**src/design/assert_macros.svh**
```systemverilog
// ----------------------------------------------------------------------------
// Assertion macros
// Shared concurrent assertion forms for the density grid blur design.
// ----------------------------------------------------------------------------
`ifndef ASSERT_MACROS_SVH
`define ASSERT_MACROS_SVH

// same-cycle implication
`define ASSERT_IMP(lbl, clk, rstn, ante, cons, msg) \
  lbl: assert property (@(posedge clk) disable iff (!(rstn)) (ante) |-> (cons)) \
    else $error(msg);

// next-cycle implication
`define ASSERT_NXT(lbl, clk, rstn, ante, cons, msg) \
  lbl: assert property (@(posedge clk) disable iff (!(rstn)) (ante) |=> (cons)) \
    else $error(msg);

`endif

```
**src/design/dgbb_pkg.sv**
```systemverilog
// ----------------------------------------------------------------------------
// dgbb_pkg
// Types and constants shared by the density grid blur modules.
// ----------------------------------------------------------------------------
package dgbb_pkg;

  localparam int MAC_AW   = 32;
  localparam int MAC_BW   = 17;
  localparam int MAC_ACCW = 50;

  localparam logic [MAC_ACCW-1:0] MAC_ROUND = 50'h8000;

  localparam logic [1:0] KIND_CLEAR  = 2'd0;
  localparam logic [1:0] KIND_SPLAT  = 2'd1;
  localparam logic [1:0] KIND_BLUR   = 2'd2;
  localparam logic [1:0] KIND_SAMPLE = 2'd3;

  localparam logic STAT_OK        = 1'b0;
  localparam logic STAT_BAD_WIDTH = 1'b1;

  typedef struct packed {
    logic en;
    logic load;
  } mac_ctl_t;

  typedef struct packed {
    logic start;
    logic busy;
    logic done;
  } div_stat_t;

endpackage

```
**src/design/dgbb_mac.sv**
```systemverilog
// ----------------------------------------------------------------------------
// dgbb_mac
// Shared multiply-accumulate unit: when en is set, acc = (load ? round : acc) + a * b.
// ----------------------------------------------------------------------------
module dgbb_mac import dgbb_pkg::*; (
  input  logic                clk,
  input  mac_ctl_t            ctl,
  input  logic [MAC_AW-1:0]   op_a,
  input  logic [MAC_BW-1:0]   op_b,
  output logic [MAC_ACCW-1:0] acc
);

  logic [MAC_ACCW-1:0] acc_r;
  logic [MAC_ACCW-1:0] acc_nxt;
  logic [MAC_ACCW-1:0] prod;

  assign prod = MAC_ACCW'(op_a) * MAC_ACCW'(op_b);

  always_comb begin
    acc_nxt = acc_r;
    if (ctl.en) begin
      acc_nxt = (ctl.load ? MAC_ROUND : acc_r) + prod;
    end
  end

  always_ff @(posedge clk) begin
    acc_r <= acc_nxt;
  end

  assign acc = acc_r;

endmodule

```
**config.mk**
```make
export PLATFORM = sky130hd
export DESIGN_NAME = dgbb_mac
export DESIGN_NICKNAME = d
export VERILOG_FILES = /design/src/design/assert_macros.svh /design/src/design/dgbb_pkg.sv /design/src/design/dgbb_mac.sv
export SDC_FILE = /design/constraint.sdc
export NUM_CORES = 1
export LEC_CHECK = 0
export BUFFER_PORTS_ARGS = -buffer_cell sky130_fd_sc_hd__buf_4
export CORE_MARGIN = 2
export CORE_UTILIZATION = 59
export CTS_CLUSTER_SIZE = 12
export DETAILED_ROUTE_END_ITERATION = 7
export GPL_ROUTABILITY_DRIVEN = 0
export PLACE_DENSITY = 0.87
export SLEW_MARGIN = 5
export SYNTH_ARGS = -nofsm -noshare
export SYNTH_HDL_FRONTEND = slang
export SYNTH_SLANG_ARGS = --single-unit
```
**constraint.sdc**
```tcl
create_clock -name clk -period 6.2 [get_ports clk]
set_input_delay 0.62 -clock clk [delete_from_list [all_inputs] [get_ports clk]]
set_output_delay 0.62 -clock clk [all_outputs]
set_load 0.03 [all_outputs]
```
==> results of run 1 <==
==> stage by stage <==
stage	instance area, sq um	hold slack [ps]	cells
2_1_floorplan	20500	732	2272
3_3_place_gp	23200	730	2953
3_5_place_dp	23200	739	2953
4_1_cts	23600	765	2962
5_1_grt	24200	824	2975
6_report	24200	771	2976
==> Yosys cell counts (all sizes together), types with 10 or more instances <==
cell type	number	share of area, %
xor2	11	0.47
nand3	12	0.29
o21ai	28	0.69
nor2b	18	0.55
ha	118	7.2
clkbuf	95	1.7
nor2	32	0.59
nor3	11	0.27
edfxtp	50	7.4
xnor2	28	1.2
nand2	367	6.7
a21o	23	0.86
nand4	10	0.31
and2	215	6.6
a21oi	44	1.1
nand2b	41	1.3
a31oi	10	0.31
fa	498	49
inv	588	11
==> area by class of cell <==
class	instances	area (sq um)	share of cell area, %
clock inverters	2	38.8	0.160
repair buffers	338	2840	11.7
clock buffers	5	125	0.517
diodes	1	2.50	0.0103
multi-input cells	1537	16900	69.9
inverters	588	2210	9.12
well taps	455	569	2.35
flip-flops and latches	50	1500	6.21
==> cells by family (layout without fill, tap and decap cells) <==
| family | Yosys count | count (layout) |
|---|---|---|
| AO/OA/AOI/OAI | 150 | 150 |
| XOR/XNOR | 39 | 39 |
| adder cells (fa/ha/maj) | 616 | 616 |
| buffers and inverters | 685 | 933 |
| flip-flops | 50 | 50 |
| multiplexers | 1 | 1 |
| other | 0 | 1 |
| AND/OR/NAND/NOR | 731 | 731 |
==> what timing repair did <==
item | 4_1_cts | 5_1_grt
pin swaps | 17 | 62
setup endpoints to repair | 17 | 25
cloned | 0 | 0
gates resized for setup | 40 | 118
setup buffers | 2 | 14
==> worst max-delay path by stage <==
stage | to | slack (ps) | cells after the start
2_1_floorplan | acc[46] | 20 | 20
3_3_place_gp | acc[48] | -460 | 20
3_5_place_dp | acc[48] | -580 | 20
4_1_cts | acc[46] | 2 | 25
5_1_grt | acc[48] | -260 | 22
6_report | acc[44] | -140 | 20
==> per-layer routing <==
metal | part of all wire (%) | up-vias | global-route usage (%)
met4 | 7.8 | 0 | 20.3
met1 | 32 | 8655 | 41.2
met5 | 0 | - | 0
met3 | 12 | 415 | 7.80
met2 | 48 | 1327 | 57.3
li1 | - | 7100 | -
==> worst register-to-register path, cell delays in order (launching register included) <==
cell and delay, ps:
edfxtp_1 390, nand2b_1 90, fa_1 560, inv_1 60
fa_1 450, fa_1 550, fa_1 580, inv_1 70
fa_1 480, inv_1 60, ha_4 260, a21o_1 140
a311oi_2 120, or3_4 430, a311oi_4 340, or4_4 260
a21oi_4 80, or3_4 400, xnor2_2 140
==> reports/results.txt, run 1 <==
Input and output buffers added on the ports amount to 101. The total via count after detailed routing came out at 17500. The tools report the cell chosen for the clock root as clkbuf_16. The tools report the category of the worst setup path capture point as a register. The count of nets after finishing was 3188; the HPWL after detailed placement was 48.8 mm.

The total wire length is 63.5 mm. In the layout the commonest cells are inv_1 (580), fa_1 (491), nand2_1 (363). Along the worst hold path, the cell count comes to 2. The number of buffers inserted for hold repair after clock tree synthesis is 0. The layout cell share with drive strength beyond 1 came out at 17.9%.

Together, buffers and inverters on the worst path number 4. The Yosys step of the flow raised 0 warnings. For the pin with the worst max-slew slack, the measured transition is 755 ps.

The I/O pin count was 102. Measured against the total synthesized area, the mux share comes to 0.0490%. The die area was 36100 sq um. The final reports fail on DRC, setup timing. Clock-pin slew was measured on the worst setup and hold paths at 80 ps.

The worst hold path begins at acc[0]. No sink is reached through more buffers than the 2 on the longest clock path. After detailed routing, the number of vias per cell comes to 5.88.

After the first detailed-routing iteration, the DRC count stood at 1883. Nature of the critical path startpoint: an input port. The area growth from synthesis to layout is 18.5%. Summing the areas of all compound-gate instances in the mapped netlist gives 4.77% of the synthesized area.

Hold-critical path endpoint: acc[0]. The initial utilization of the core area, before any placement, comes to 59.5%. Final setup TNS: -729 ps. Across the routed clock network, the largest skew measured is 4.97 ps. Largest delay contributor family on the critical path: adder cells.

The floorplan has 68 rows. Global routing used 34.4% of the available tracks across all layers. The xor and xnor fraction of the mapped netlist area came out at 1.67%.

The net count after synthesis came out at 2940. The final count of negative-setup-slack endpoints came out at 9. The mapped cell area was 20400 sq um. Among the stages of the critical path, the cell type that occurs most often is fa_1. Counting flops with a built-in enable in the synthesized netlist gives 50. The H-tree depth is 2, and the total of max-cap violations is 0. For the DRC violation count after routing, the log shows 23.

The cell with the largest stage delay on the worst path is fa_1. The register-to-register setup slack is 480 ps, and the post-placement worst setup slack is -581 ps. After global routing the overflow that remains totals 0. In the synthesized netlist the async set-or-reset flop fraction comes to 0%. The run finished, with violations left. Traced cell by cell, the critical path runs through buf_6 > buf_12 > buf_12 > nand2_1 > fa_1 > fa_1 > fa_1 > inv_1 > fa_1 > fa_1 > fa_1 > ha_1 > a211oi_1 > o21ai_0 > a41oi_2 > a21oi_1 > a31oi_2 > a31oi_4 > a21o_1 > a311oi_2. STA puts the critical path data arrival time at 6500 ps. The run gives 8 as the first-pass detailed-route iteration total. Setup repair after global routing could not meet its margin everywhere. Share of synthesized cell area in full adder, half adder and majority cells: 56.1%. The run gives 0 as the final-report hold violation count. In this run the worst hold path is classified as reg2reg. The utilization of the core after routing was 70.6%. The library cell used most frequently in the layout, excluding fill and tap cells, is inv_1. The first global-routing pass estimated 95.9 mm of wire. The time the worst path needs with I/O delays and setup was 6340 ps; the clock sink count was 50. The tools report the final count of pins violating max slew as 0. The latest clock arrival within the worst-skew pair was 330 ps; the wire length per cell after detailed routing was 21.3 um. The number of antenna violations at the first check in global routing is 1.

Beginning of the critical path: op_b[2]. Static timing analysis puts the maximum clock frequency at 158 MHz. The area share of and/or/nand/nor cells after synthesis is 17.5%, and the delay contributed by the slowest stage of the critical path is 550 ps. Largest fanout on the critical path: 10. Entering global routing, the biggest net connects 51 pins. For the distinct cell type count of the synthesized netlist, the log shows 54.

The setup slack of the critical path after layout is -142 ps. Among all flip-flop cells after synthesis, the most frequent one is edfxtp_1. In this run the horizontal extent of the chip is 190 um. At the worst endpoint, the required time is 6360 ps. Number of synthesized register bits: 50.

The height of the chip works out to 190 um. Class of the most critical setup path: in2reg. The average instance in the mapped netlist occupies 8.99 sq um.

TritonCTS built the clock tree. In this run the critical register-to-register path is launched from acc[10]. In the finished design, the share of the clock period the worst path needs comes to 102%. The number of nets with antenna violations after detailed routing came out at 0. The tools report the endpoint of the worst register-to-register path as acc[42]. The number of flip-flops in the largest register was 50; the post-synthesis sequential area ratio was 7.35%.

The combinational family with the most area after synthesis is adder cells. The normalized max-slew margin was 49.7%; the gate count after technology mapping was 2272. Fill cells in the final layout number 2126.

The via count of the first global-routing pass was 19000. The number of clock buffers inserted by TritonCTS was 5; the core outline area was 34300 sq um. The worst register-to-register path has a depth of 18.
Power of run 1 is left out: the tool's default activity adds up to more than one toggle a clock period on the data nets, which glitch-free logic cannot reach.
==> run 2: changes to the inputs <==
- CELL_PAD_IN_SITES_DETAIL_PLACEMENT: default -> 1
- CELL_PAD_IN_SITES_GLOBAL_PLACEMENT: default -> 1
- CORE_UTILIZATION: 59 -> 46
- PLACE_DENSITY: 0.87 -> 0.88
- SKIP_LAST_GASP: default -> 1
==> reports/results.txt, run 2 (synthesized netlist as in run 1, its figures left out) <==
The register with the most flip-flops in the layout has 50 of them. The min-delay analysis places its worst path in the category reg2reg. The logs give 22500 for the via count of the first global-routing pass and 20600 for the total via count after detailed routing. The synthesis-to-layout area growth is 23.2%, and the number of antenna violations at the first check in global routing is 12.

The setup slack of the critical path after layout is -1950 ps, and the number of clock buffers inserted by TritonCTS is 5. Once layout is complete, the utilization of the core stands at 57.1%. Dividing the detail-routed wire length by the instance count gives 35.6 um. The post-route netlist has 21.8% of its cells at a drive strength greater than 1. Total of max-cap violations: 0. For the die area, the log shows 46100 sq um.

The tree built by TritonCTS fans out to 50 sinks. Headroom to the max-slew limit came out at 41.0%. The worst setup path is captured at a register. The checks that failed: setup timing.

Share of the clock period used by the worst path: 132%. The HPWL after detailed placement was 66.3 mm; the die span in x was 215 um. The run gives 39.5% as the total routing usage reported by global routing. Setup repair after global routing could not meet its margin everywhere. At the later pin of the worst-skew pair, clock insertion delay measures 370 ps. The final count of pins violating max slew is 0, and the total wire length is 113 mm. For this block, the initial DRC count from the detailed router was 2637.

Class of the most critical setup path: in2reg. The number of port buffers came out at 101. Counting I/O delays and the setup requirement, the final critical path takes 8150 ps.

STA classifies the critical path startpoint as an input port. STA puts the critical path data required time at 6360 ps. Across the routed clock network, the largest skew measured is 20.8 ps. The floorplan has 77 rows. The tools report the H-tree depth as 2.

The run finished, with violations left. Leaving out fill and tap cells, the most frequent cells in the layout are inv_1 (571), fa_1 (473), nand2_1 (355). The clock slew seen by the registers of the worst setup and hold paths was 90 ps; the final instance area was 25200 sq um. Entering global routing, the biggest net connects 51 pins. In the routed design, unresolved DRC markers number 0. Leaving out fill and tap cells, the most frequent cell in the layout is inv_1.

The run gives 3166 as the count of placed standard cells in the final layout, fillers left out. For this run, the detailed router's first-pass iteration total came to 8. The hold slack was 768 ps; the largest fanout on the critical path was 8. During I/O placement, the number of pins put on the boundary was 102.

In this run the vertical extent of the chip is 215 um. Buffers inserted to repair hold after CTS numbered 0. For this configuration, the core starts out at a cell density of 46.4%.

Summed over all layers, the global routing overflow is 0. The layout has 4947 filler cells. The global-route wire length before repair came out at 135 mm.

The tools report the cell chosen for the clock root as clkbuf_16. In the routed layout, each cell is associated on average with a via count of 6.52. The fmax was 123 MHz; the transition at the pin with the smallest max-transition slack was 885 ps. STA puts the critical path data arrival time at 8310 ps.

The clock passes through at most 2 buffers. The tools report the final-report hold violation count as 0. After the last flow step, the layout net total stands at 3236. The floorplan step defined a core boundary enclosing 44000 sq um. After detailed placement, the total cell area comes to 23700 sq um. The placed instance count came out at 3119.

The number of nets with antenna violations after detailed routing is 0, and the final count of negative-setup-slack endpoints is 35. TritonCTS built the clock tree.
## run 2: worst max-delay path, cell delays in order
cell and delay (ps):
buf_4 210, buf_4 230, buf_4 160, nand2_1 230
fa_1 800, inv_1 160, fa_1 530, fa_1 840
fa_1 540, fa_1 520, inv_1 90, fa_1 760
inv_1 130, ha_1 410, nand4_1 640, a21oi_2 500
a31oi_4 90, a31oi_4 250, buf_12 160, a31oi_1 80
o311ai_1 320
## run 2: per-layer routing
layer  global-route usage, %  vias up  part of all wire (%)
met3                    8.88     1116                    14
met5                       0        -                 0.093
li1                        -     7212                     -
met4                    35.0       16                    13
met2                    66.1     2163                    43
met1                    42.2    10100                    30
## run 2: final timing paths
path	from	to	slack, ps	cells past startpoint
worst min register to register	acc[0]	acc[0]	770	2
worst max register to register	acc[28]	acc[48]	-240	17
worst min-delay path	acc[0]	acc[0]	770	2
worst max-delay path	op_a[20]	acc[48]	-1950	21
## run 2: area by class of cell
class	instances	area [sq um]	share of cell area, %
multi-input cells	1537	17200	68.4
repair buffers	386	3330	13.2
flip-flops and latches	50	1500	5.97
clock inverters	3	28.8	0.114
inverters	588	2210	8.77
clock buffers	5	125	0.497
diodes	5	12.5	0.0497
well taps	592	741	2.94
## run 2: through the flow
stage	TNS, ps	worst slack (ps)
2_1_floorplan	0	21.4
3_3_place_gp	-7890	-618
3_5_place_dp	-20560	-1200
4_1_cts	-1150	-165
5_1_grt	-32810	-1720
6_report	-36110	-1950
## run 2: what timing repair did
action | 4_1_cts | 5_1_grt
pin swaps | 46 | 78
gates resized for setup | 101 | 155
hold endpoints to repair | 0 | 0
setup endpoints to repair | 26 | 33
buffers inserted | 11 | 24
cloned | 1 | 0
Power of run 2 is left out for the same reason.
