==> config.mk <==
export PLATFORM = sky130hd
export DESIGN_NAME = dgbb_div
export DESIGN_NICKNAME = d
export VERILOG_FILES = /design/src/design/assert_macros.svh /design/src/design/dgbb_pkg.sv /design/src/design/dgbb_div.sv
export SDC_FILE = /design/constraint.sdc
export NUM_CORES = 1
export LEC_CHECK = 0
export BUFFER_PORTS_ARGS = -buffer_cell sky130_fd_sc_hd__buf_2
export CAP_MARGIN = 20
export CORE_ASPECT_RATIO = 0.8
export CORE_MARGIN = 5
export CORE_UTILIZATION = 30
export DETAILED_ROUTE_END_ITERATION = 8
export GPL_ROUTABILITY_DRIVEN = 0
export PLACE_DENSITY = 0.54
export RECOVER_POWER = 25
export SYNTH_ARGS = -nofsm -noshare
export SYNTH_HDL_FRONTEND = slang
export SYNTH_SLANG_ARGS = --single-unit
==> constraint.sdc <==
create_clock -name clk -period 4.33 [get_ports clk]
set_input_delay 0.866 -clock clk [delete_from_list [all_inputs] [get_ports clk]]
set_output_delay 0.866 -clock clk [all_outputs]
set_load 0.05 [all_outputs]
==> src/design/assert_macros.svh <==
// ----------------------------------------------------------------------------
// Assertion macros
// Shared concurrent assertion forms for the density grid blur design.
// ----------------------------------------------------------------------------
`ifndef ASSERT_MACROS_SVH
`define ASSERT_MACROS_SVH

// same-cycle implication
`define ASSERT_IMP(lbl, clk, rstn, ante, cons, msg) \
  lbl: assert property (@(posedge clk) disable iff (!(rstn)) (ante) |-> (cons)) \
    else $error(msg);

// next-cycle implication
`define ASSERT_NXT(lbl, clk, rstn, ante, cons, msg) \
  lbl: assert property (@(posedge clk) disable iff (!(rstn)) (ante) |=> (cons)) \
    else $error(msg);

`endif

==> src/design/dgbb_pkg.sv <==
// ----------------------------------------------------------------------------
// dgbb_pkg
// Types and constants shared by the density grid blur modules.
// ----------------------------------------------------------------------------
package dgbb_pkg;

  localparam int MAC_AW   = 32;
  localparam int MAC_BW   = 17;
  localparam int MAC_ACCW = 50;

  localparam logic [MAC_ACCW-1:0] MAC_ROUND = 50'h8000;

  localparam logic [1:0] KIND_CLEAR  = 2'd0;
  localparam logic [1:0] KIND_SPLAT  = 2'd1;
  localparam logic [1:0] KIND_BLUR   = 2'd2;
  localparam logic [1:0] KIND_SAMPLE = 2'd3;

  localparam logic STAT_OK        = 1'b0;
  localparam logic STAT_BAD_WIDTH = 1'b1;

  typedef struct packed {
    logic en;
    logic load;
  } mac_ctl_t;

  typedef struct packed {
    logic start;
    logic busy;
    logic done;
  } div_stat_t;

endpackage

==> src/design/dgbb_div.sv <==
// ----------------------------------------------------------------------------
// dgbb_div
// Radix-2 restoring divider, one quotient bit per cycle, 32 quotient bits.
// ----------------------------------------------------------------------------
module dgbb_div import dgbb_pkg::*; #(
  parameter int DW = 44
) (
  input  logic          clk,
  input  logic          rst_n,
  input  logic          start,
  input  logic [DW-1:0] dividend,
  input  logic [15:0]   divisor,
  output logic [31:0]   quot,
  output div_stat_t     stat
);

  logic [15:0] rem_r, rem_nxt;
  logic [31:0] lo_r, lo_nxt;
  logic [15:0] dsr_r, dsr_nxt;
  logic [4:0]  cnt_r, cnt_nxt;
  logic        busy_r, busy_nxt;
  logic        done_r, done_nxt;
  logic [16:0] trial;
  logic [16:0] diff;
  logic        ge;

  assign trial = {rem_r, lo_r[31]};
  assign ge    = trial >= {1'b0, dsr_r};
  assign diff  = trial - {1'b0, dsr_r};

  always_comb begin
    rem_nxt  = rem_r;
    lo_nxt   = lo_r;
    dsr_nxt  = dsr_r;
    cnt_nxt  = cnt_r;
    busy_nxt = busy_r;
    done_nxt = 1'b0;
    if (start) begin
      // high part is known to be below the divisor
      rem_nxt  = 16'(dividend[DW-1:32]);
      lo_nxt   = dividend[31:0];
      dsr_nxt  = divisor;
      cnt_nxt  = '0;
      busy_nxt = 1'b1;
    end else if (busy_r) begin
      rem_nxt = ge ? diff[15:0] : trial[15:0];
      lo_nxt  = {lo_r[30:0], ge};
      cnt_nxt = cnt_r + 5'd1;
      if (cnt_r == 5'd31) begin
        busy_nxt = 1'b0;
        done_nxt = 1'b1;
      end
    end
  end

  always_ff @(posedge clk) begin
    if (!rst_n) begin
      busy_r <= 1'b0;
      done_r <= 1'b0;
      cnt_r  <= '0;
    end else begin
      busy_r <= busy_nxt;
      done_r <= done_nxt;
      cnt_r  <= cnt_nxt;
    end
    rem_r <= rem_nxt;
    lo_r  <= lo_nxt;
    dsr_r <= dsr_nxt;
  end

  assign quot       = lo_r;
  assign stat.start = start;
  assign stat.busy  = busy_r;
  assign stat.done  = done_r;

endmodule

==> results of run 1 <==
==> per-layer routing <==
metal	GRT usage [%]	share of wire (%)	up-vias
li1	-	-	1401
met1	15.6	48	1259
met2	17.6	42	82
met3	5.83	8.7	9
met4	3.39	1.2	0
met5	0	0	-
==> power groups by stage <==
stage,sequential (uW),combinational [uW],clock [uW]
global route,878,705,805
CTS,870,643,776
finish,868,638,745
global placement,881,634,0
detailed placement,882,641,0
floorplan,991,390,0
==> worst max-delay path by stage <==
| stage | cells past startpoint | to | from |
|---|---|---|---|
| floorplan | 11 | rem_r[8] | quot[31] |
| global placement | 8 | rem_r[3] | rem_r[0] |
| detailed placement | 8 | rem_r[5] | rem_r[0] |
| CTS | 8 | rem_r[7] | rem_r[0] |
| global route | 8 | rem_r[5] | rem_r[0] |
| finish | 8 | rem_r[5] | rem_r[0] |
==> worst max-delay path: stages, from the launching register on <==
cell and delay [ps]:
edfxtp_1 430, ha_1 320, nor2b_1 240, o31ai_2 120
a211oi_2 250, nor2_1 120, o21ai_2 770, mux2i_1 260
a21oi_1 90
==> state kept, by name (all words and copies together) (netlist names) <==
signal	flops
quot	32
dsr_r	16
cnt_r	5
rem_r	16
busy_r	1
done_r	1
==> area by class of cell <==
class,instances,share of cell area (%)
Clock buffer,9,4.65
Inverter,23,1.78
Clock inverter,7,1.50
Multi-Input combinational cell,217,35.0
Timing Repair Buffer,101,10.7
Sequential cell,71,41.8
Tap cell,175,4.52
==> placed cells by master, fill, tap and decap left out, drive strengths merged, types with 14 or more instances in the layout <==
| cell | instances |
|---|---|
| ha | 18 |
| nor2 | 29 |
| o21ai | 14 |
| mux2i | 15 |
| mux2 | 34 |
| nand2 | 15 |
| edfxtp | 60 |
| inv | 24 |
| a21oi | 21 |
| buf | 98 |
==> cells by family after synthesis <==
logic type      share of synthesized area [%]
simple gates                             9.88
mux                                      13.8
xor+xnor                                 2.70
flops                                    51.9
compound gates                           10.8
fa+ha+maj                                6.29
buf+inv                                  4.65
==> through the flow <==
stage               hold WS (ps)  power (uW)  cells
finish                       506        2250    603
global route                 529        2390    603
CTS                          507        2290    602
detailed placement           498        1520    586
global placement             481        1510    586
floorplan                    467        1380    325
==> results.txt, run 1 <==
status = completed
placed instance area = 4530 um^2
register area share after synthesis = 51.9%
Worst-Margin Slew = 1410 ps
die area = 15,400 um^2
CTS Buf Count = 9
Max FO, Critical Path = 14
Finished Core Util = 37.9%
# diodes = 0
Reg2Reg Depth = 8
proportion of netlist area held by the largest area contributor = 46.2%
routed len/inst = 14.5 um
hold path cells = 2
initial drt markers = 98
share of cells above drive strength 1 = 36.9%
Max-Cap Viols = 0
fmax = 345 MHz
final worst slack = 1430 ps
Most used DFF post-synth = edfxtp_1
Hold Violations, Final = 0
power per cell area = 465 nW/um^2
fin nets = 505
Die Span Y = 112 um
EDFF count, synth = 60
final setup TNS = 0 ps
register area = 2020 um^2
largest net degree at the start of global routing = 45
Via-to-Cell Ratio = 4.56
sw power = 730 uW
sequential share of power = 38.6%
Multi-input gate area = 1700 um^2
Syn. warnings = 0
DR DRC count = 0
Finish-stage setup viols = 0
number of port buffers = 97
fraction of power spent switching nets = 32.4%
Hold Buf Count CTS = 0
Post-synth top cells = edfxtp_1 (60), mux2_2 (33), nor2_1 (28)
GR Overflow Total = 0
Filler cells = 1,330
placed wire-length estimate = 6390 um
Hold Crit Class = reg2reg
Slew HR = 6.10%
Yosys top cell by area = edfxtp_1
post-layout minimum cycle time = 2900 ps
core box area = 12,800 um^2
CP arrival = 2940 ps
count of cell types in the netlist = 55
CTS Sinks = 71
initial antenna violation count = 0
part of the power in the clock network = 33.1%
first-pass GRT wire length = 14,400 um
Final Max Tran Viols = 0
Post-DRT Antenna Nets = 0
setup slack, reg-to-reg = 1430 ps
count leader, synth = edfxtp_1
RSZ-0062 raised after global routing = false
clock slew at reported path FFs = 60 ps
PostCTS Resize Cnt = 0
fin area = 4840 um^2
clock buffer depth = 2
Net Count, Synth = 407
die width = 137 um
async set-or-reset flop fraction in the synthesized netlist = 0%
worst setup path class = reg2reg
Worst setup EP type = flip-flop
RR Startpoint = rem_r[0]
CTS tree = done
Layout Area Growth over Synthesis = 24.1%
final wirelength = 8770 um
Post-Syn Area = 3900 um^2
Synth area leaders = edfxtp_1 (46%), mux2_2 (9.5%), ha_1 (5.8%), dfxtp_1 (5.6%), mux2i_1 (3.9%)
Syn Inst Count = 325
#FFs+latches synth = 71
Clock Skew = 12.2 ps
Setup crit start kind = flip-flop
LEAKAGE = 0.00200 uW
DR vias = 2,751
Mapped Avg Cell Area = 12.0 um^2
Site Rows = 37
Logic pwr share = 28.3%
vias in the first global route = 2,951
CTS root buf = clkbuf_16
HP Start = rem_r[14]
Worst VDD drop = 200 uV
WHS Endpoint = rem_r[14]
IO Pins = 98
drt pass-1 iters = 4
post-CTS setup buffers = 0
H-Tree Depth = 3
Pint = 1520 uW
fin crit share = 66.9%
Initial Util = 30.5%
Critical Path RT = 4370 ps
total global routing track utilization = 12.0%
worst skew pair latency = 340 ps
pre-CTS setup slack = 1460 ps
RR Endpoint = rem_r[5]
No activity file was read; power rests on OpenSTA's default activity.
==> run 2, diff against run 1 <==
ABC_AREA = 1   (was unset)
PLACE_DENSITY = 0.55   (was 0.54)
clock period = 2.4 ns   (was 4.33 ns; I/O delays follow)
==> run 2 against run 1 <==
Net effect:
- worst hold slack worse by 180 ps
- critical path type unchanged
- combinational power is 110% higher
- critical endpoint is now rem_r[6]
- highest routed layer unchanged
- critical path depth is 4 higher
- sequential power is 81% higher
- via count is 32% higher
- maximum frequency is 28% higher
- final cell count is 32% higher
- global-route usage is 1.7 points higher
- non-clock buffer count is 1 lower
- utilization is 0.14 points higher
- largest power group unchanged
- first-iteration DRC count grew to 2.7 times the previous value
==> results.txt, run 2 <==
register area share after synthesis = 47.7% (-4.1 points)
Setup crit start kind = flip-flop
async set-or-reset flop fraction in the synthesized netlist = 0% (unchanged)
GR Overflow Total = 0 (unchanged)
largest net degree at the start of global routing = 50 (+11%)
CP arrival = 2340 ps (-600 ps)
CTS root buf = clkbuf_16
CTS Buf Count = 9 (unchanged)
sequential share of power = 36.0% (-2.6 points)
worst setup path class = reg2reg
RR Startpoint = quot[31]
CTS tree = done
Final Power = 4360 uW (+94%)
Worst-Margin Slew = 971 ps (-437 ps)
Clock Skew = 8.32 ps (-3.86 ps)
LEAKAGE = 0.00262 uW (+31%)
post-layout minimum cycle time = 2260 ps (-639 ps)
placed wire-length estimate = 7960 um (+25%)
EDFF count, synth = 60 (unchanged)
Die Span Y = 116 um (+3.9%)
worst skew pair latency = 330 ps (about the same)
worst setup path startpoint = quot[31]
Hold Buf Count CTS = 0 (unchanged)
initial drt markers = 263 (+170%)
register area = 2020 um^2 (unchanged)
Multi-input gate area = 1870 um^2 (+10%)
Critical Path RT = 2480 ps (-1890 ps)
drt pass-1 iters = 4 (unchanged)
final wirelength = 10,800 um (+23%)
clock buffer depth = 2 (unchanged)
max reg flops = 32 (unchanged)
total global routing track utilization = 13.7% (+1.7 points)
clock slew at reported path FFs = 60 ps (about the same)
Final Max Tran Viols = 0 (unchanged)
first-pass GRT wire length = 18,200 um (+26%)
fmax = 443 MHz (+28%)
final setup TNS = 0 ps (unchanged)
initial antenna violation count = 0 (unchanged)
Net Count, Synth = 598 (+47%)
Post-Syn Area = 4240 um^2 (+8.7%)
Initial Util = 30.9% (+0.44 points)
number of port buffers = 97 (unchanged)
Site Rows = 38 (+2.7%)
DR vias = 3,628 (+32%)
Hold Crit Class = in2reg
placed cell count = 780 (+33%)
Final Non-Filler Cells = 797 (+32%)
Layout Area Growth over Synthesis = 22.9%
H-Tree Depth = 3 (unchanged)
Worst setup EP type = flip-flop
Hold Violations, Final = 0 (unchanged)
Worst VDD drop = 543 uV (+170%)
Finish-stage setup viols = 0 (unchanged)
Max-Cap Viols = 0 (unchanged)
Syn. warnings = 0 (unchanged)
die width = 143 um (+3.9%)
Filler cells = 1,466 (+10%)
Finished Core Util = 38.0% (+0.14 points)
fin nets = 694 (+37%)
fin crit share = 94.0% (+27 points)
CP Capture Point = rem_r[6]
share of cells above drive strength 1 = 23.8% (-13 points)
proportion of netlist area held by the largest area contributor = 42.5% (-3.7 points)
Mapped Avg Cell Area = 8.21 um^2 (-32%)
Logic pwr share = 30.7% (+2.4 points)
Post-DRT Antenna Nets = 0 (unchanged)
sw power = 1510 uW (+110%)
# diodes = 0 (unchanged)
Max FO, Critical Path = 4 (-10)
count leader, synth = nand2_1
Syn Inst Count = 516 (+59%)
hold path cells = 1 (-1)
IO Pins = 98 (unchanged)
count of cell types in the netlist = 40 (-27%)
Pint = 2850 uW (+87%)
commonest cells after routing, fill and taps aside = nand2_1 (210), buf_2 (91), inv_1 (65)
power per cell area = 838 nW/um^2 (+80%)
Slew HR = 35.2% (+29 points)
fraction of power spent switching nets = 34.7% (+2.3 points)
Via-to-Cell Ratio = 4.55 (-0.22%)
DR DRC count = 0 (unchanged)
routed len/inst = 13.5 um (-6.9%)
#FFs+latches synth = 71 (unchanged)
CTS Sinks = 71 (unchanged)
setup slack, reg-to-reg = 140 ps (-1290 ps)
core box area = 13,700 um^2 (+7.2%)
Post-synth top cells = nand2_1 (210), inv_1 (65), edfxtp_1 (60)
part of the power in the clock network = 33.2% (about the same)
Most used DFF post-synth = edfxtp_1
Reg2Reg Depth = 12 (+4)
most common cell after layout, fill and taps aside = nand2_1
status = completed
die area = 16,600 um^2 (+8.0%)
RR Endpoint = rem_r[6]
Synth area leaders = edfxtp_1 (43%), nand2_1 (19%), inv_1 (5.8%), ha_1 (5.3%), dfxtp_1 (5.2%)
RSZ-0062 raised after global routing = false
Yosys top cell by area = edfxtp_1
vias in the first global route = 3,825 (+30%)
run 2: changes by cell type after synthesis, moves of 11 or more:
cell     delta
o21ai_0    -11
nand3_1    +35
nand2_1   +195
nand2_2    +14
mux2i_1    -15
mux2_2     -33
nor2_1     -12
a21oi_1    -11
inv_1      +42
run 2: final cells by class:
class | count | share of cell area [%]
Multi-Input combinational cell | 361 | 35.9
Sequential cell | 71 | 38.8
Inverter | 69 | 4.97
Clock buffer | 9 | 4.33
Clock inverter | 7 | 1.83
Timing Repair Buffer | 100 | 9.81
Tap cell | 180 | 4.33
run 2: kinds of logic (layout without fill, tap and decap cells):
group                    Yosys count  count (layout)  synth area share [%]
XOR/XNOR                           7               7                  1.45
adder cells (fa/ha/maj)           19              19                  5.79
flip-flops                        71              71                  47.7
AO/OA/AOI/OAI                     18              18                  2.45
AND/OR/NAND/NOR                  317             317                  34.1
buffers and inverters             84             185                  8.47
run 2: how the worst min path moves through the flow:
stage                          start        to
after detailed placement    cnt_r[4]  cnt_r[4]
final                     divisor[7]  dsr_r[7]
after global placement      cnt_r[4]  cnt_r[4]
after CTS                 divisor[1]  dsr_r[1]
after floorplan             cnt_r[4]  cnt_r[4]
after global routing      divisor[9]  dsr_r[9]
run 2: power by group through the flow:
stage / sequential [uW] / combinational, uW / clock [uW]
6_report: 1570 / 1340 / 1450
5_1_grt: 1590 / 1490 / 1540
4_1_cts: 1570 / 1340 / 1480
3_5_place_dp: 1590 / 1330 / 0
3_3_place_gp: 1590 / 1320 / 0
2_1_floorplan: 1780 / 849 / 0
run 2: critical path, cell delays in order, from the launching register on:
cell and delay [ps]:
edfxtp_1 380, inv_1 90, ha_1 140, inv_1 100, fa_1 430, nand3_1 110
nand3_1 150, nand2_1 100, nand2_1 90, xnor2_1 200, nand2_2 70, nand3_1 70
nand2_1 90
run 2: through the flow:
step / area (um^2) / worst slack, ps / hold slack, ps
after floorplan: 4240 / 77.4 / 443
after global placement: 4880 / 205 / 453
after detailed placement: 4880 / 180 / 466
after CTS: 5200 / 139 / 308
after global routing: 5210 / 1.76 / 306
final: 5210 / 143 / 322
run 2: repair_timing:
action,in CTS,in global routing
resized for setup,0,4
buffers inserted,0,1
endpoints found under the setup margin,0,1
run 2: per-layer routing:
metal  global-route usage [%]  wire [um]  up-vias
met3                     4.71        830       15
li1                         -          -     1845
met4                     5.00        153        0
met5                        0          0        -
met2                     21.8       4840      110
met1                     17.3       4970     1658
==> run 3, diff against run 2 <==
PLACE_DENSITY = unset   (was 0.55)
==> run 3 against run 2 <==
Net effect:
- cell area is 0.79% higher
- die area stayed put
- highest routed layer unchanged
- critical path type unchanged
- clock-buffer cell count is the same
==> results.txt, run 3 (same netlist as run 2, synthesis figures left out) <==
placed wire-length estimate = 7850 um (-1.4%)
setup slack, reg-to-reg = 180 ps (+40 ps)
post-layout minimum cycle time = 2220 ps (-38.1 ps)
max incr delay on CP = 400 ps (-30 ps)
H-Tree Depth = 3 (unchanged)
Max FO, Critical Path = 12 (+8)
largest net degree at the start of global routing = 47 (-6.0%)
Setup crit start kind = flip-flop
CTS root buf = clkbuf_16
clock buffer depth = 2 (unchanged)
final setup TNS = 0 ps (unchanged)
Site Rows = 38 (unchanged)
CTS Sinks = 71 (unchanged)
status = completed
die width = 143 um (unchanged)
CP arrival = 2300 ps (-40 ps)
most common cell after layout, fill and taps aside = nand2_1
Slew HR = 42.8% (+7.6 points)
Post-DRT Antenna Nets = 0 (unchanged)
IO Pins = 98 (unchanged)
Clock Skew = 9.06 ps (+0.741 ps)
Final Non-Filler Cells = 799 (+0.25%)
core box area = 13,700 um^2 (unchanged)
Worst VDD drop = 344 uV (-37%)
CP delay by family, top = simple AND/OR/NAND/NOR gates
fmax = 451 MHz (+1.7%)
fin area = 5250 um^2 (+0.79%)
Hold Crit Class = in2reg
LEAKAGE = 0.00265 uW (+1.2%)
Layout Area Growth over Synthesis = 23.8%
Via-to-Cell Ratio = 4.56 (+0.24%)
placed instance area = 4890 um^2 (+0.31%)
worst skew pair latency = 330 ps (about the same)
initial antenna violation count = 0 (unchanged)
share of cells above drive strength 1 = 24.4% (+0.61 points)
GR Overflow Total = 0 (unchanged)
Multi-input gate area = 1870 um^2 (+0.20%)
number of port buffers = 97 (unchanged)
post-CTS setup buffers = 0 (unchanged)
placed cell count = 782 (+0.26%)
Filler cells = 1,459 (-0.48%)
RSZ-0062 raised after global routing = false
fin nets = 695 (+0.14%)
Buf+Inv Stages, Crit Path = 3 (+1)
Max-Cap Viols = 0 (unchanged)
final wirelength = 10,400 um (-4.1%)
CTS Buf Count = 9 (unchanged)
drt pass-1 iters = 4 (unchanged)
fin crit share = 92.5% (-1.6 points)
hold_ws = 320 ps (-1.65 ps)
critical path cell sequence = ha_1 > nand2_1 > nand2_1 > inv_1 > nand2_1 > inv_2 > nand3_2 > nand2_4 > buf_4 > nand3b_1 > nand3_1 > nand2_1
DR DRC count = 0 (unchanged)
Initial Util = 30.9% (unchanged)
Die Span Y = 116 um (unchanged)
register area = 2020 um^2 (unchanged)
Worst-Margin Slew = 857 ps (-114 ps)
first-pass GRT wire length = 17,200 um (-5.5%)
critical path's most frequent cell = nand2_1
Final Max Tran Viols = 0 (unchanged)
Hold Violations, Final = 0 (unchanged)
commonest cells after routing, fill and taps aside = nand2_1 (210), buf_2 (95), inv_1 (65)
Critical Path RT = 2480 ps (about the same)
Finish-stage setup viols = 0 (unchanged)
worst setup path class = reg2reg
vias in the first global route = 3,695 (-3.4%)
total global routing track utilization = 12.8% (-0.86 points)
power per cell area = 847 nW/um^2 (+1.2%)
Worst setup EP type = flip-flop
DR vias = 3,646 (+0.50%)
max reg flops = 32 (unchanged)
clock slew at reported path FFs = 60 ps (about the same)
master of the slowest instance on the critical path = ha_1
initial drt markers = 150 (-43%)
CTS tree = done
die area = 16,600 um^2 (unchanged)
routed len/inst = 13.0 um (-4.4%)
[run 3: through the flow]
step	utilization [%]	worst slack, ps	power (uW)
floorplan	-	77.4	2630
global placement	35.7	237	2900
detailed placement	35.7	187	2910
CTS	38.2	118	4470
global route	38.3	19.9	4710
finish	38.3	181	4450
[run 3: path summary, 6_finish.rpt]
kind                            startpoint         to  cells after the start
worst min-delay path            divisor[4]   dsr_r[4]                      1
worst max register to register    rem_r[7]   rem_r[9]                     12
worst max-delay path              rem_r[7]   rem_r[9]                     12
worst min register to register   rem_r[12]  rem_r[12]                      2
[run 3: layout make-up]
type                            instances  share of cell area (%)
Multi-Input combinational cell        361                    35.7
Sequential cell                        71                    38.5
Clock buffer                            9                    4.29
Inverter                               69                    4.94
Antenna cell                            1                  0.0477
Timing Repair Buffer                  101                    9.90
Tap cell                              180                    4.29
Clock inverter                          7                    2.31
[run 3: metal layers]
layer / wire [um] / part of all wire, % / vias up / global-route usage (%)
met5: 0 / 0 / - / 0
met4: 119 / 1.1 / 0 / 3.67
met3: 785 / 7.6 / 10 / 4.05
met2: 4850 / 47 / 98 / 21.5
met1: 4590 / 44 / 1695 / 16.0
li1: - / - / 1843 / -
[run 3: where the power goes]
group / switching (uW) / leakage [uW] / total [uW] / internal (uW)
registers: 69.6 / 0.000697 / 1570 / 1500
logic: 896 / 0.00179 / 1340 / 439
clock network: 524 / 0.000170 / 1540 / 1020
[run 3: timing repair]
item / 4_1_cts / 5_1_grt
hold endpoints to repair: 0 / 0
hold buffers: 0 / 0
setup endpoints to repair: 0 / 1
gates resized for setup: 0 / 3
